## src/design/dvf_pkg.sv

```systemverilog
// Package: shared types and constants for the detection vote filter.
`default_nettype none
package dvf_pkg;

  typedef enum logic [1:0] {
    KIND_EMPTY,
    KIND_FIRST,
    KIND_NEXT,
    KIND_CLOSE
  } dvf_kind_t;

  typedef enum logic [1:0] {
    VERDICT_NONE  = 2'd0,
    VERDICT_RED   = 2'd1,
    VERDICT_GREEN = 2'd2
  } dvf_verdict_t;

  typedef struct packed {
    dvf_kind_t kind;
    logic      last;
  } dvf_ctl_t;

  typedef struct packed {
    logic [2:0]  min_votes;
    logic [9:0]  stop_top_y;
    logic [10:0] stop_right_x;
  } dvf_cfg_t;

  localparam int CFG_INDEX_BITS = 2;
  localparam int CFG_DATA_BITS  = 11;

  localparam logic [CFG_INDEX_BITS-1:0] REG_MIN_VOTES    = 2'd0;
  localparam logic [CFG_INDEX_BITS-1:0] REG_STOP_TOP_Y   = 2'd1;
  localparam logic [CFG_INDEX_BITS-1:0] REG_STOP_RIGHT_X = 2'd2;

  localparam logic [2:0]  MIN_VOTES_RST    = 3'd5;
  localparam logic [9:0]  STOP_TOP_Y_RST   = 10'd65;
  localparam logic [10:0] STOP_RIGHT_X_RST = 11'd485;

endpackage
`default_nettype wire

```

## src/design/dvf_if.sv

```systemverilog
// Interfaces: candidate-box input channel and verdict output channel.
`default_nettype none
interface dvf_item_if #(parameter int COORD_BITS = 10);
  logic                  valid;
  logic                  ready;
  logic                  has_box;
  logic [COORD_BITS-1:0] box_x;
  logic [COORD_BITS-1:0] box_y;
  logic [COORD_BITS-1:0] box_width;
  logic                  is_green;
  logic                  last_in_frame;

  modport source (output valid, has_box, box_x, box_y, box_width, is_green,
                  last_in_frame, input ready);
  modport sink (input valid, has_box, box_x, box_y, box_width, is_green,
                last_in_frame, output ready);
endinterface

interface dvf_result_if;
  logic       valid;
  logic       ready;
  logic [1:0] frame_verdict;
  logic       red_latched;

  modport source (output valid, frame_verdict, red_latched, input ready);
  modport sink (input valid, frame_verdict, red_latched, output ready);
endinterface
`default_nettype wire

```

## src/design/dvf_front.sv

```systemverilog
// Front end: accepts items, tracks frame boundaries and classifies each box.
`default_nettype none
module dvf_front
  import dvf_pkg::*;
#(
  parameter int COORD_BITS = 10
) (
  input  wire logic                  clk,
  input  wire logic                  rst,
  dvf_item_if.sink                   items,
  input  wire logic                  q_full,
  output logic                       q_push,
  output dvf_ctl_t                   q_ctl,
  output logic [COORD_BITS-1:0]      q_x,
  output logic [COORD_BITS-1:0]      q_y,
  output logic [COORD_BITS-1:0]      q_w,
  output logic                       q_green
);

  logic seen_box;
  logic seen_box_next;
  logic take;

  assign items.ready = !q_full;
  assign take        = items.valid && !q_full;

  always_comb begin
    if (items.has_box) begin
      q_ctl.kind = seen_box ? KIND_NEXT : KIND_FIRST;
    end else begin
      q_ctl.kind = seen_box ? KIND_CLOSE : KIND_EMPTY;
    end
    q_ctl.last = items.last_in_frame;
  end

  // empty items inside a frame carry nothing to the back end
  assign q_push  = take && (items.has_box || items.last_in_frame);
  assign q_x     = items.box_x;
  assign q_y     = items.box_y;
  assign q_w     = items.box_width;
  assign q_green = items.is_green;

  assign seen_box_next = items.last_in_frame ? 1'b0 : (seen_box | items.has_box);

  always_ff @(posedge clk) begin
    if (rst) begin
      seen_box <= 1'b0;
    end else if (take) begin
      seen_box <= seen_box_next;
    end
  end

endmodule
`default_nettype wire

```

## src/design/dvf_fifo.sv

```systemverilog
// Two-entry queue between the front and back ends.
`default_nettype none
module dvf_fifo #(
  parameter int WIDTH = 8
) (
  input  wire logic             clk,
  input  wire logic             rst,
  input  wire logic             push,
  input  wire logic [WIDTH-1:0] wdata,
  input  wire logic             pop,
  output logic [WIDTH-1:0]      rdata,
  output logic                  full,
  output logic                  empty
);

  localparam int DEPTH = 2;

  logic [WIDTH-1:0] mem [DEPTH];
  logic             wr_ptr;
  logic             rd_ptr;
  logic [1:0]       count;

  assign full  = (count == 2'(DEPTH));
  assign empty = (count == 2'd0);
  assign rdata = mem[rd_ptr];

  always_ff @(posedge clk) begin
    if (push) begin
      mem[wr_ptr] <= wdata;
    end
  end

  always_ff @(posedge clk) begin
    if (rst) begin
      wr_ptr <= 1'b0;
      rd_ptr <= 1'b0;
      count  <= 2'd0;
    end else begin
      if (push) begin
        wr_ptr <= ~wr_ptr;
      end
      if (pop) begin
        rd_ptr <= ~rd_ptr;
      end
      count <= count + 2'(push) - 2'(pop);
    end
  end

endmodule
`default_nettype wire

```

## src/design/dvf_back.sv

```systemverilog
// Back end: nearest-box pick, vote windows, verdict and result register.
`default_nettype none
module dvf_back
  import dvf_pkg::*;
#(
  parameter int WINDOW     = 5,
  parameter int COORD_BITS = 10
) (
  input  wire logic                  clk,
  input  wire logic                  rst,
  input  wire dvf_cfg_t              cfg,
  input  wire logic                  q_empty,
  input  wire dvf_ctl_t              q_ctl,
  input  wire logic [COORD_BITS-1:0] q_x,
  input  wire logic [COORD_BITS-1:0] q_y,
  input  wire logic [COORD_BITS-1:0] q_w,
  input  wire logic                  q_green,
  output logic                       q_pop,
  dvf_result_if.source               results
);

  localparam int DW   = 2 * COORD_BITS + 1;
  localparam int CNTW = $clog2(WINDOW + 1);
  localparam int CMPW = (CNTW > 3) ? CNTW : 3;
  localparam int YW   = (COORD_BITS > 10) ? COORD_BITS : 10;
  localparam int XW   = (COORD_BITS + 1 > 11) ? COORD_BITS + 1 : 11;

  logic                  have_prev;
  logic [COORD_BITS-1:0] prev_x;
  logic [COORD_BITS-1:0] prev_y;
  logic [DW-1:0]         best_dist;
  logic [COORD_BITS-1:0] best_x;
  logic [COORD_BITS-1:0] best_y;
  logic [COORD_BITS-1:0] best_w;
  logic                  best_green;
  logic [WINDOW-1:0]     red_hist;
  logic [WINDOW-1:0]     green_hist;
  logic [CNTW-1:0]       red_cnt;
  logic [CNTW-1:0]       green_cnt;
  logic [CNTW-1:0]       frames_seen;
  logic                  red_flag;
  logic                  out_valid;
  dvf_verdict_t          out_verdict;

  logic [COORD_BITS-1:0]   dx;
  logic [COORD_BITS-1:0]   dy;
  logic [2*COORD_BITS-1:0] dx2;
  logic [2*COORD_BITS-1:0] dy2;
  logic [DW-1:0]           cur_dist;
  logic                    take;
  logic                    frame_box;
  logic [COORD_BITS-1:0]   pick_x;
  logic [COORD_BITS-1:0]   pick_y;
  logic [COORD_BITS-1:0]   pick_w;
  logic                    pick_green;
  logic                    red_vote;
  logic                    green_vote;
  logic [WINDOW-1:0]       red_hist_next;
  logic [WINDOW-1:0]       green_hist_next;
  logic [CNTW-1:0]         red_cnt_next;
  logic [CNTW-1:0]         green_cnt_next;
  logic [2:0]              need;
  logic                    window_full;
  logic                    red_stop;
  logic                    red_hit;
  logic                    green_hit;
  dvf_verdict_t            verdict_next;
  logic                    red_flag_next;
  logic                    frame_end;

  assign q_pop = !q_empty && (!q_ctl.last || !out_valid || results.ready);
  assign frame_end = q_pop && q_ctl.last;

  assign dx       = (q_x > prev_x) ? q_x - prev_x : prev_x - q_x;
  assign dy       = (q_y > prev_y) ? q_y - prev_y : prev_y - q_y;
  assign dx2      = (2*COORD_BITS)'(dx) * (2*COORD_BITS)'(dx);
  assign dy2      = (2*COORD_BITS)'(dy) * (2*COORD_BITS)'(dy);
  assign cur_dist = DW'(dx2) + DW'(dy2);

  always_comb begin
    unique case (q_ctl.kind)
      KIND_FIRST: take = 1'b1;
      KIND_NEXT:  take = have_prev && (cur_dist < best_dist);
      default:    take = 1'b0;
    endcase
  end

  assign frame_box  = (q_ctl.kind != KIND_EMPTY);
  assign pick_x     = take ? q_x : best_x;
  assign pick_y     = take ? q_y : best_y;
  assign pick_w     = take ? q_w : best_w;
  assign pick_green = take ? q_green : best_green;
  assign green_vote = frame_box && pick_green;
  assign red_vote   = frame_box && !pick_green;

  assign red_hist_next   = WINDOW'({red_hist, red_vote});
  assign green_hist_next = WINDOW'({green_hist, green_vote});
  assign red_cnt_next    = red_cnt + CNTW'(red_vote) - CNTW'(red_hist[WINDOW-1]);
  assign green_cnt_next  = green_cnt + CNTW'(green_vote) - CNTW'(green_hist[WINDOW-1]);

  assign need        = (cfg.min_votes == 3'd0) ? 3'd1 : cfg.min_votes;
  assign window_full = (frames_seen == CNTW'(WINDOW));
  assign red_stop    = (YW'(pick_y) < YW'(cfg.stop_top_y))
                    || (XW'(pick_x) + XW'(pick_w) > XW'(cfg.stop_right_x));
  assign red_hit     = CMPW'(red_cnt_next) >= CMPW'(need);
  assign green_hit   = CMPW'(green_cnt_next) >= CMPW'(need);

  always_comb begin
    priority if (window_full && red_hit && frame_box && red_stop) begin
      verdict_next  = VERDICT_RED;
      red_flag_next = 1'b1;
    end else if (window_full && green_hit) begin
      verdict_next  = VERDICT_GREEN;
      red_flag_next = 1'b0;
    end else begin
      verdict_next  = VERDICT_NONE;
      red_flag_next = red_flag;
    end
  end

  always_ff @(posedge clk) begin
    if (q_pop && take) begin
      best_dist  <= cur_dist;
      best_x     <= q_x;
      best_y     <= q_y;
      best_w     <= q_w;
      best_green <= q_green;
    end
    if (frame_end) begin
      out_verdict <= verdict_next;
    end
  end

  always_ff @(posedge clk) begin
    if (rst) begin
      have_prev   <= 1'b0;
      prev_x      <= '0;
      prev_y      <= '0;
      red_hist    <= '0;
      green_hist  <= '0;
      red_cnt     <= '0;
      green_cnt   <= '0;
      frames_seen <= '0;
      red_flag    <= 1'b0;
      out_valid   <= 1'b0;
    end else begin
      if (frame_end) begin
        if (frame_box) begin
          have_prev <= 1'b1;
          prev_x    <= pick_x;
          prev_y    <= pick_y;
        end
        red_hist   <= red_hist_next;
        green_hist <= green_hist_next;
        red_cnt    <= red_cnt_next;
        green_cnt  <= green_cnt_next;
        if (!window_full) begin
          frames_seen <= frames_seen + CNTW'(1);
        end
        red_flag  <= red_flag_next;
        out_valid <= 1'b1;
      end else if (results.ready) begin
        out_valid <= 1'b0;
      end
    end
  end

  assign results.valid         = out_valid;
  assign results.frame_verdict = out_verdict;
  assign results.red_latched   = red_flag;

endmodule
`default_nettype wire

```

## src/design/detection_vote_filter.sv

```systemverilog
// Top level: detection vote filter with configuration registers.
// A frame's last item passes through the queue; the back end registers its result.
// Throughput: one item per cycle; the front accepts while the queue has room.
// Items that do not end a frame give no result and need no output slot.
// Reset (rst, synchronous): clears vote windows, frame count, previous pick and red flag;
// config registers return to min_votes 5, stop_top_y 65, stop_right_x 485.
`default_nettype none
module detection_vote_filter
  import dvf_pkg::*;
#(
  parameter int WINDOW     = 5,
  parameter int COORD_BITS = 10
) (
  input  wire logic                      clk,
  input  wire logic                      rst,
  dvf_item_if.sink                       items,
  dvf_result_if.source                   results,
  input  wire logic                      cfg_we,
  input  wire logic [CFG_INDEX_BITS-1:0] cfg_index,
  input  wire logic [CFG_DATA_BITS-1:0]  cfg_data
);

  localparam int QW = $bits(dvf_ctl_t) + 3 * COORD_BITS + 1;

  dvf_cfg_t              cfg;
  logic                  q_push;
  logic                  q_pop;
  logic                  q_full;
  logic                  q_empty;
  dvf_ctl_t              f_ctl;
  logic [COORD_BITS-1:0] f_x;
  logic [COORD_BITS-1:0] f_y;
  logic [COORD_BITS-1:0] f_w;
  logic                  f_green;
  logic [QW-1:0]         q_wdata;
  logic [QW-1:0]         q_rdata;
  dvf_ctl_t              b_ctl;
  logic [COORD_BITS-1:0] b_x;
  logic [COORD_BITS-1:0] b_y;
  logic [COORD_BITS-1:0] b_w;
  logic                  b_green;

  always_ff @(posedge clk) begin
    if (rst) begin
      cfg.min_votes    <= MIN_VOTES_RST;
      cfg.stop_top_y   <= STOP_TOP_Y_RST;
      cfg.stop_right_x <= STOP_RIGHT_X_RST;
    end else if (cfg_we) begin
      case (cfg_index)
        REG_MIN_VOTES:    cfg.min_votes    <= cfg_data[2:0];
        REG_STOP_TOP_Y:   cfg.stop_top_y   <= cfg_data[9:0];
        REG_STOP_RIGHT_X: cfg.stop_right_x <= cfg_data;
        default: ;
      endcase
    end
  end

  dvf_front #(
    .COORD_BITS (COORD_BITS)
  ) u_front (
    .clk     (clk),
    .rst     (rst),
    .items   (items),
    .q_full  (q_full),
    .q_push  (q_push),
    .q_ctl   (f_ctl),
    .q_x     (f_x),
    .q_y     (f_y),
    .q_w     (f_w),
    .q_green (f_green)
  );

  assign q_wdata = {f_ctl, f_x, f_y, f_w, f_green};

  dvf_fifo #(
    .WIDTH (QW)
  ) u_fifo (
    .clk   (clk),
    .rst   (rst),
    .push  (q_push),
    .wdata (q_wdata),
    .pop   (q_pop),
    .rdata (q_rdata),
    .full  (q_full),
    .empty (q_empty)
  );

  assign {b_ctl, b_x, b_y, b_w, b_green} = q_rdata;

  dvf_back #(
    .WINDOW     (WINDOW),
    .COORD_BITS (COORD_BITS)
  ) u_back (
    .clk     (clk),
    .rst     (rst),
    .cfg     (cfg),
    .q_empty (q_empty),
    .q_ctl   (b_ctl),
    .q_x     (b_x),
    .q_y     (b_y),
    .q_w     (b_w),
    .q_green (b_green),
    .q_pop   (q_pop),
    .results (results)
  );

`ifndef SYNTHESIS
  a_queue_state: assert property (@(posedge clk) disable iff (rst)
    !(q_full && q_empty))
    else $error("queue reports full and empty together");

  a_red_sets_flag: assert property (@(posedge clk) disable iff (rst)
    results.valid && (results.frame_verdict == VERDICT_RED) |-> results.red_latched)
    else $error("red verdict without latched red flag");

  a_green_clears_flag: assert property (@(posedge clk) disable iff (rst)
    results.valid && (results.frame_verdict == VERDICT_GREEN) |-> !results.red_latched)
    else $error("green verdict with latched red flag");

  a_result_from_queue: assert property (@(posedge clk) disable iff (rst)
    $rose(results.valid) |-> !$past(q_empty))
    else $error("result appeared with no queued transaction");
`endif

endmodule
`default_nettype wire
```

## src/flat_wrapper.sv

```systemverilog
// flat-port wrapper written by rule: the top's interface ports become plain ports
module detection_vote_filter_flat import dvf_pkg::*;
#(
  parameter int WINDOW     = 5,
  parameter int COORD_BITS = 10
)
  (clk, rst, cfg_we, cfg_index, cfg_data, items_valid, items_has_box, items_box_x, items_box_y, items_box_width, items_is_green, items_last_in_frame, items_ready, results_valid, results_frame_verdict, results_red_latched, results_ready);
  dvf_item_if #(.COORD_BITS(COORD_BITS)) items_i ();
  dvf_result_if results_i ();
  input  wire logic clk;
  input  wire logic rst;
  input  wire logic cfg_we;
  input  wire logic [CFG_INDEX_BITS-1:0] cfg_index;
  input  wire logic [CFG_DATA_BITS-1:0] cfg_data;
  input wire logic [$bits(items_i.valid)-1:0] items_valid;
  input wire logic [$bits(items_i.has_box)-1:0] items_has_box;
  input wire logic [$bits(items_i.box_x)-1:0] items_box_x;
  input wire logic [$bits(items_i.box_y)-1:0] items_box_y;
  input wire logic [$bits(items_i.box_width)-1:0] items_box_width;
  input wire logic [$bits(items_i.is_green)-1:0] items_is_green;
  input wire logic [$bits(items_i.last_in_frame)-1:0] items_last_in_frame;
  output wire logic [$bits(items_i.ready)-1:0] items_ready;
  output wire logic [$bits(results_i.valid)-1:0] results_valid;
  output wire logic [$bits(results_i.frame_verdict)-1:0] results_frame_verdict;
  output wire logic [$bits(results_i.red_latched)-1:0] results_red_latched;
  input wire logic [$bits(results_i.ready)-1:0] results_ready;
  assign items_i.valid = items_valid;
  assign items_i.has_box = items_has_box;
  assign items_i.box_x = items_box_x;
  assign items_i.box_y = items_box_y;
  assign items_i.box_width = items_box_width;
  assign items_i.is_green = items_is_green;
  assign items_i.last_in_frame = items_last_in_frame;
  assign items_ready = items_i.ready;
  assign results_valid = results_i.valid;
  assign results_frame_verdict = results_i.frame_verdict;
  assign results_red_latched = results_i.red_latched;
  assign results_i.ready = results_ready;
  detection_vote_filter #(.WINDOW(WINDOW), .COORD_BITS(COORD_BITS)) u_core (.clk(clk), .rst(rst), .items(items_i), .results(results_i), .cfg_we(cfg_we), .cfg_index(cfg_index), .cfg_data(cfg_data));
endmodule
```

## config.mk

```make
export PLATFORM = sky130hd
export DESIGN_NAME = detection_vote_filter_flat
export DESIGN_NICKNAME = d
export VERILOG_FILES = /design/src/design/dvf_pkg.sv /design/src/design/dvf_if.sv /design/src/design/dvf_front.sv /design/src/design/dvf_fifo.sv /design/src/design/dvf_back.sv /design/src/design/detection_vote_filter.sv /design/src/flat_wrapper.sv
export SDC_FILE = /design/constraint.sdc
export NUM_CORES = 1
export LEC_CHECK = 0
export BUFFER_PORTS_ARGS = -buffer_cell sky130_fd_sc_hd__buf_2
export CELL_PAD_IN_SITES_DETAIL_PLACEMENT = 0
export CELL_PAD_IN_SITES_GLOBAL_PLACEMENT = 1
export CORE_MARGIN = 4
export CORE_UTILIZATION = 30
export DETAILED_ROUTE_END_ITERATION = 16
export PLACE_DENSITY_LB_ADDON = 0.05
export SLEW_MARGIN = 20
export SYNTH_ARGS = -nofsm -noshare
export SYNTH_HDL_FRONTEND = slang
export SYNTH_SLANG_ARGS = --single-unit
export TNS_END_PERCENT = 10
```

## constraint.sdc

```tcl
create_clock -name clk -period 18.02 [get_ports clk]
set_clock_uncertainty 0.1 [all_clocks]
set_input_delay 1.802 -clock clk [delete_from_list [all_inputs] [get_ports clk]]
set_output_delay 1.802 -clock clk [all_outputs]
set_load 0.1 [all_outputs]
```

==> impl_metrics.env, run 1 <==
export IMPL_timing_rr_end="u_core.u_back.results.frame_verdict[1]"
export IMPL_track_usage=0.1497
export IMPL_synth_seq_area_share=0.3184
export IMPL_cts_made_buffers=17
export IMPL_row_count=84
export IMPL_drive_above_1_share=0.1008
export IMPL_synth_nets=1987
export IMPL_maxCapViolCount=0
export IMPL_yosysTopAreaCell="edfxtp_1"
export IMPL_ff2ff_path_depth=59
export IMPL_grt_pass1_wl_mm=65.60
export IMPL_max_stage_delay_ns=0.66
export IMPL_tns_ns=0
export IMPL_die_area_um2=57200
export IMPL_area_growth_pct=11.10
export IMPL_multi_input_area_um2=9673
export IMPL_async_flop_share=0
export IMPL_clk_path_buf_depth=2
export IMPL_firstDrtPassIters=5
export IMPL_clk_pin_slew_ns=0.10
export IMPL_cts_setup_buffers=0
export IMPL_ctsHtreeMaxLevel=4
export IMPL_syn_area_per_cell_um2=9.970
export IMPL_ys_dominant_reg_cell="edfxtp_1"
export IMPL_synth_seq_cells=194
export IMPL_cp_endpoint="u_core.u_back.results.frame_verdict[1]"
export IMPL_setup_worst_path_end_class="flip-flop"
export IMPL_gp_congestion=0.8355
export IMPL_outcome="complete, no violations"
export IMPL_reg2reg_setup_slack_ns=1.32
export IMPL_synth_edf_count=122
export IMPL_hold_class="reg2reg"
export IMPL_grt_pass1_vias=11640
export IMPL_drcViolationCount=0
export IMPL_fill_cells=5449
export IMPL_tritoncts="done"
export IMPL_slew_violations=0
export IMPL_port_buffer_count=55
export IMPL_via_per_inst=4.529
export IMPL_synth_cell_types=68
export IMPL_crit_arrival_ns=16.86
export IMPL_cp_max_fo=30
export IMPL_grt_overflow_total=0
export IMPL_dr_total_vias=10710
export IMPL_ant_nets=0
export IMPL_finish_net_count=2042
export IMPL_synth_top_area_frac=0.2285
export IMPL_netlist_area_um2=16030
export IMPL_fin_crit_sh=0.9270
export IMPL_io_pins=56
export IMPL_wl_per_cell_um=17.35
export IMPL_routed_wl_mm=41.02
export IMPL_grt_max_degree=74
export IMPL_yosys_warnings=0
export IMPL_diodes=0
export IMPL_required_ns=18.17
export IMPL_seqCellArea_um2=5106
export IMPL_cts_resized=0
export IMPL_first_iter_violations=406
export IMPL_postSynthCellCount=1608
export IMPL_rsz0062_at_grt="no"
export IMPL_timing_fmax_mhz=59.87
export IMPL_worstMarginPinSlew_ns=1.069
export IMPL_die_h_um=239.2
export IMPL_synth_area_leaders="edfxtp_1 (23%), fa_1 (17%), ha_1 (15%)"
export IMPL_cts_root_buf="clkbuf_16"
export IMPL_cp_depth=59
export IMPL_antenna_found_initial=1
export IMPL_slew_headroom=0.2875
export IMPL_clk_latency_ns=0.50
export IMPL_critPathTopFamily="compound AO/OA/AOI/OAI gates"
export IMPL_finalSetupViolCount=0
export IMPL_hpwlAfterDp_mm=32.62
export IMPL_die_w_um=239.2
export IMPL_clock_sinks=194
export IMPL_cp_slowest_cell="dfxtp_2"
export IMPL_hold_buffers=0
export IMPL_crit_path_start_kind="flip-flop"
export IMPL_critPathKind="reg2reg"
export IMPL_initial_core_util=0.3039
export IMPL_finalHoldViolations=0
export IMPL_worst_path_buf_inv=8
export IMPL_finalCriticalPeriod_ns=16.70
export IMPL_coreArea_um2=52760
-- how the worst min path moves through the flow --
stage                                startpoint                     endpoint  slack [ns]  depth (start not counted)
floorplan           u_core.u_back.green_hist[1]  u_core.u_back.green_hist[2]        0.33                          2
global placement     u_core.u_back.green_cnt[1]   u_core.u_back.green_cnt[1]        0.34                          2
detailed placement  u_core.u_back.green_hist[2]  u_core.u_back.green_hist[3]        0.35                          2
CTS                   u_core.u_back.red_hist[1]    u_core.u_back.red_hist[1]        0.36                          2
global route          u_core.u_back.red_hist[1]    u_core.u_back.red_hist[2]        0.37                          2
finish                            u_core.cfg[1]                u_core.cfg[1]        0.36                          2
-- sequential cells by signal, indices dropped and copies added, names as in the netlist, 2 cells and up, named ones only --
signal                               cells
u_core.cfg                              24
u_core.u_back.prev_y                    10
u_core.u_back.results.frame_verdict      2
u_core.u_back.green_cnt                  3
u_core.u_back.prev_x                    10
u_core.u_back.best_x                    10
u_core.u_back.red_hist                   5
u_core.u_back.best_dist                 21
u_core.u_fifo.mem                       68
u_core.u_back.green_hist                 5
u_core.u_back.best_w                    10
u_core.u_back.red_cnt                    3
u_core.u_back.best_y                    10
u_core.u_fifo.count                      2
u_core.u_back.frames_seen                3
-- cells in the final DEF (no fill, tap or decap), drive strengths merged, types with 8 or more instances in the layout --
cell type and n:
inv 311, ha 190, nand2 144, fa 138, edfxtp 122, nor2 114
a21oi 95, buf 74, dfxtp 72, o21ai 51, xnor2 47, mux2i 40
mux2 35, nand2b 28, a21o 21, clkbuf 17, nor3 16, nor2b 15
xor2 15, a211o 13, or2 10, nand3 10, nand4 10, a211oi 9
o21bai 8
-- worst register-to-register path, delay by kind of cell (launching register included) --
| kind | cells | cell delay [ns] |
|---|---|---|
| flops | 1 | 0.66 |
| compound gates | 25 | 6.20 |
| xor+xnor | 3 | 0.79 |
| fa+ha+maj | 12 | 5.00 |
| mux | 2 | 0.77 |
| buf+inv | 8 | 1.16 |
| simple gates | 9 | 1.82 |
-- synth_stat cells, drive strengths merged, types with 10 or more instances --
cell type    n
nand2b      28
mux2        35
clkbuf      28
ha         190
nor2b       15
dfxtp       72
xor2        15
nor3        16
nand4       10
mux2i       40
edfxtp     122
inv        304
xnor2       47
nor2       114
or2         10
a211o       13
nand2      144
a21o        21
a21oi       95
o21ai       51
nand3       10
buf         10
fa         138
-- per-layer routing --
metal,global-route usage,up-vias,routed length (um)
met3,0.02050,32,859
li1,-,5375,-
met2,0.2498,116,19390
met4,0.04837,0,737
met5,0,-,0
met1,0.2021,5183,20030
-- per-stage QoR --
stage                 util  hold slack (ns)  instances  worst slack (ns)  instance area (um2)
finish              0.3376           0.3626       2364             1.316                17810
global route        0.3376           0.3746       2364           0.01942                17810
CTS                 0.3373           0.3629       2364            0.7111                17800
detailed placement  0.3258           0.3497       2332            0.7477                17190
global placement    0.3258           0.3444       2332            0.8558                17190
floorplan                -           0.3321       1608             3.418                16030
-- cell families after synthesis --
kind of cell / count (synthesis) / synth area share
simple gates: 375 / 0.1068
flops: 194 / 0.3184
fa+ha+maj: 328 / 0.3206
compound gates: 231 / 0.08819
xor+xnor: 62 / 0.03481
buf+inv: 343 / 0.08109
mux: 75 / 0.05003
-- final cells by class --
type	instances	area share
multi-input cells	1071	0.5431
clock inverters	15	0.01026
well taps	688	0.04833
flip-flops and latches	194	0.2867
repair buffers	74	0.02346
inverters	305	0.06428
clock buffers	17	0.02388
Power of run 1 is left out: the tool's default activity adds up to more than one toggle a clock period on the data nets, which glitch-free logic cannot reach.
==> inputs of run 2 (changes only) <==
- ABC_AREA: unset -> 1
==> run 2 against run 1 <==
Effect of this change:
- synthesized cell count increased by 12%
- final area increased by 0.32%
- non-clock buffer count decreased by 12
- first-iteration DRC count increased by 15%
- sequential cell count unchanged
- final cell count increased by 7.6%
- setup slack improved by 0.94 ns
==> impl_metrics.env, run 2 <==
export IMPL_outcome="complete, no violations"
export IMPL_clock_sinks=194
export IMPL_slew_headroom=0.3404
export IMPL_required_ns=18.13
export IMPL_synth_most_common_cell="inv_1"
export IMPL_hpwlAfterDp_mm=32.68
export IMPL_synth_commonest_cells="inv_1 (423), nand2_1 (273), ha_1 (190)"
export IMPL_slew_violations=0
export IMPL_cts_setup_buffers=0
export IMPL_critPathKind="reg2reg"
export IMPL_hold_depth=1
export IMPL_cts_made_buffers=17
export IMPL_cts_root_buf="clkbuf_16"
export IMPL_cp_slowest_cell="dfxtp_2"
export IMPL_timing_rr_end="u_core.u_back.results.frame_verdict[0]"
export IMPL_row_count=84
export IMPL_first_iter_violations=466
export IMPL_hp_start="u_core.u_fifo.rd_ptr"
export IMPL_final_common_cell="inv_1"
export IMPL_regMostFlops="u_core.u_fifo.mem"
export IMPL_finalHoldViolations=0
export IMPL_initial_core_util=0.3053
export IMPL_via_per_inst=4.392
export IMPL_grt_pass1_wl_mm=65.30
export IMPL_netlist_area_um2=16170
export IMPL_finalCriticalPeriod_ns=15.77
export IMPL_ant_nets=0
export IMPL_io_pins=56
export IMPL_timing_fmax_mhz=63.43
export IMPL_hold_class="reg2reg"
export IMPL_ff2ff_path_depth=65
export IMPL_crit_path_start_kind="flip-flop"
export IMPL_tritoncts="done"
export IMPL_synth_seq_cells=194
export IMPL_postSynthCellCount=1802
export IMPL_synth_seq_area_share=0.3157
export IMPL_synth_area_leaders="edfxtp_1 (23%), fa_1 (17%), ha_1 (15%)"
export IMPL_firstDrtPassIters=5
export IMPL_setup_worst_path_end_class="flip-flop"
export IMPL_die_area_um2=57680
export IMPL_track_usage=0.1477
export IMPL_ys_dominant_reg_cell="edfxtp_1"
export IMPL_clk_path_buf_depth=2
export IMPL_worstMarginPinSlew_ns=0.9790
export IMPL_grt_overflow_total=0
export IMPL_clk_pin_slew_ns=0.08
export IMPL_largest_reg_flops=68
export IMPL_routed_wl_mm=40.53
export IMPL_rsz0062_at_grt="no"
export IMPL_diodes=0
export IMPL_critPathTopFamily="adder cells"
export IMPL_async_flop_share=0
export IMPL_crit_arrival_ns=15.88
export IMPL_gp_congestion=0.8113
export IMPL_synth_top_area_frac=0.2266
export IMPL_worst_path_buf_inv=10
export IMPL_drive_above_1_share=0.07543
export IMPL_hold_buffers=0
export IMPL_final_cell_mix="inv_1 (423), nand2_1 (273), ha_1 (190)"
export IMPL_die_w_um=240.2
export IMPL_top_regs="u_core.u_fifo.mem x68, u_core.cfg x24, u_core.u_back.best_dist x21"
export IMPL_ctsHtreeMaxLevel=4
export IMPL_drcViolationCount=0
export IMPL_die_h_um=240.2
export IMPL_coreArea_um2=52970
export IMPL_clk_latency_ns=0.49
export IMPL_finish_net_count=2222
export IMPL_grt_max_degree=52
export IMPL_reg2reg_setup_slack_ns=2.25
export IMPL_cts_resized=0
export IMPL_max_stage_delay_ns=0.90
export IMPL_antenna_found_initial=0
export IMPL_fin_crit_sh=0.8749
export IMPL_synth_cell_types=50
export IMPL_yosysTopAreaCell="edfxtp_1"
export IMPL_yosys_warnings=0
export IMPL_maxCapViolCount=0
export IMPL_grt_pass1_vias=11730
export IMPL_cp_max_fo=44
export IMPL_synth_edf_count=122
export IMPL_fill_cells=5596
export IMPL_tns_ns=0
export IMPL_wl_per_cell_um=15.93
export IMPL_synth_nets=2181
export IMPL_dr_total_vias=11170
export IMPL_port_buffer_count=55
export IMPL_finalSetupViolCount=0
export IMPL_syn_area_per_cell_um2=8.974
export IMPL_area_growth_pct=10.49
run 2: cell types whose count changed in the layout (fill, tap and decap cells not counted), moves of 13 or more:
cell / change
nor2b_1: -15
xor2_1: +30
a211o_1: -13
o21ai_0: +71
nand3_1: +17
nand2_1: +131
xnor2_1: -29
mux2i_1: -39
nand2b_1: -28
a21oi_1: +28
inv_1: +121
mux2_2: -19
run 2: logic make-up after synthesis:
| family | count (synthesis) | share of synthesized area |
|---|---|---|
| buf+inv | 470 | 0.1108 |
| simple gates | 431 | 0.1052 |
| fa+ha+maj | 328 | 0.3179 |
| compound gates | 300 | 0.1031 |
| flops | 194 | 0.3157 |
| xor+xnor | 64 | 0.03699 |
| mux | 15 | 0.01037 |
run 2: worst register-to-register path: cells and delay by family (launching register included):
family                   cells  cell delay (ns)
AO/OA/AOI/OAI               23             5.33
flip-flops                   1             0.90
XOR/XNOR                     1             0.18
AND/OR/NAND/NOR             17             2.01
buffers and inverters       10             1.43
adder cells (fa/ha/maj)     14             5.52
run 2: area by class of cell:
cell class | count | area (um2) | share of cell area
Inverter | 430 | 1614 | 0.09034
Clock inverter | 15 | 236.5 | 0.01324
Timing Repair Buffer | 62 | 327.8 | 0.01835
Clock buffer | 17 | 425.4 | 0.02381
Sequential cell | 194 | 5106 | 0.2858
Tap cell | 688 | 860.8 | 0.04818
Multi-Input combinational cell | 1138 | 9296 | 0.5203
run 2: stage by stage:
stage                     instances  instance area (um2)  hold slack, ns    util  setup WS (ns)
after floorplan                1802                16170          0.3231       -          4.820
after global placement         2512                17210          0.3255  0.3248          1.941
after detailed placement       2512                17210          0.3364  0.3248          1.912
after CTS                      2544                17870          0.3476  0.3373          1.802
after global routing           2544                17870          0.3729  0.3373         0.6223
final                          2544                17870          0.3476  0.3373          2.254
run 2: worst max path at each step:
stage | start | endpoint | slack, ns | depth (start not counted)
after floorplan | flip-flop | u_core.u_back.results.frame_verdict[1] | 4.82 | 71
after global placement | flip-flop | u_core.u_back.results.frame_verdict[0] | 1.94 | 66
after detailed placement | flip-flop | u_core.u_back.results.frame_verdict[0] | 1.91 | 66
after CTS | flip-flop | u_core.u_back.results.frame_verdict[0] | 1.80 | 66
after global routing | flip-flop | u_core.u_back.results.frame_verdict[1] | 0.62 | 66
final | flip-flop | u_core.u_back.results.frame_verdict[0] | 2.25 | 65
run 2: per-layer routing:
layer	track usage	vias up	part of all wire
li1	-	5753	-
met1	0.2001	5282	0.49
met2	0.2423	104	0.47
met3	0.02684	35	0.022
met4	0.04372	0	0.019
met5	0	-	0
Power of run 2 is left out for the same reason.
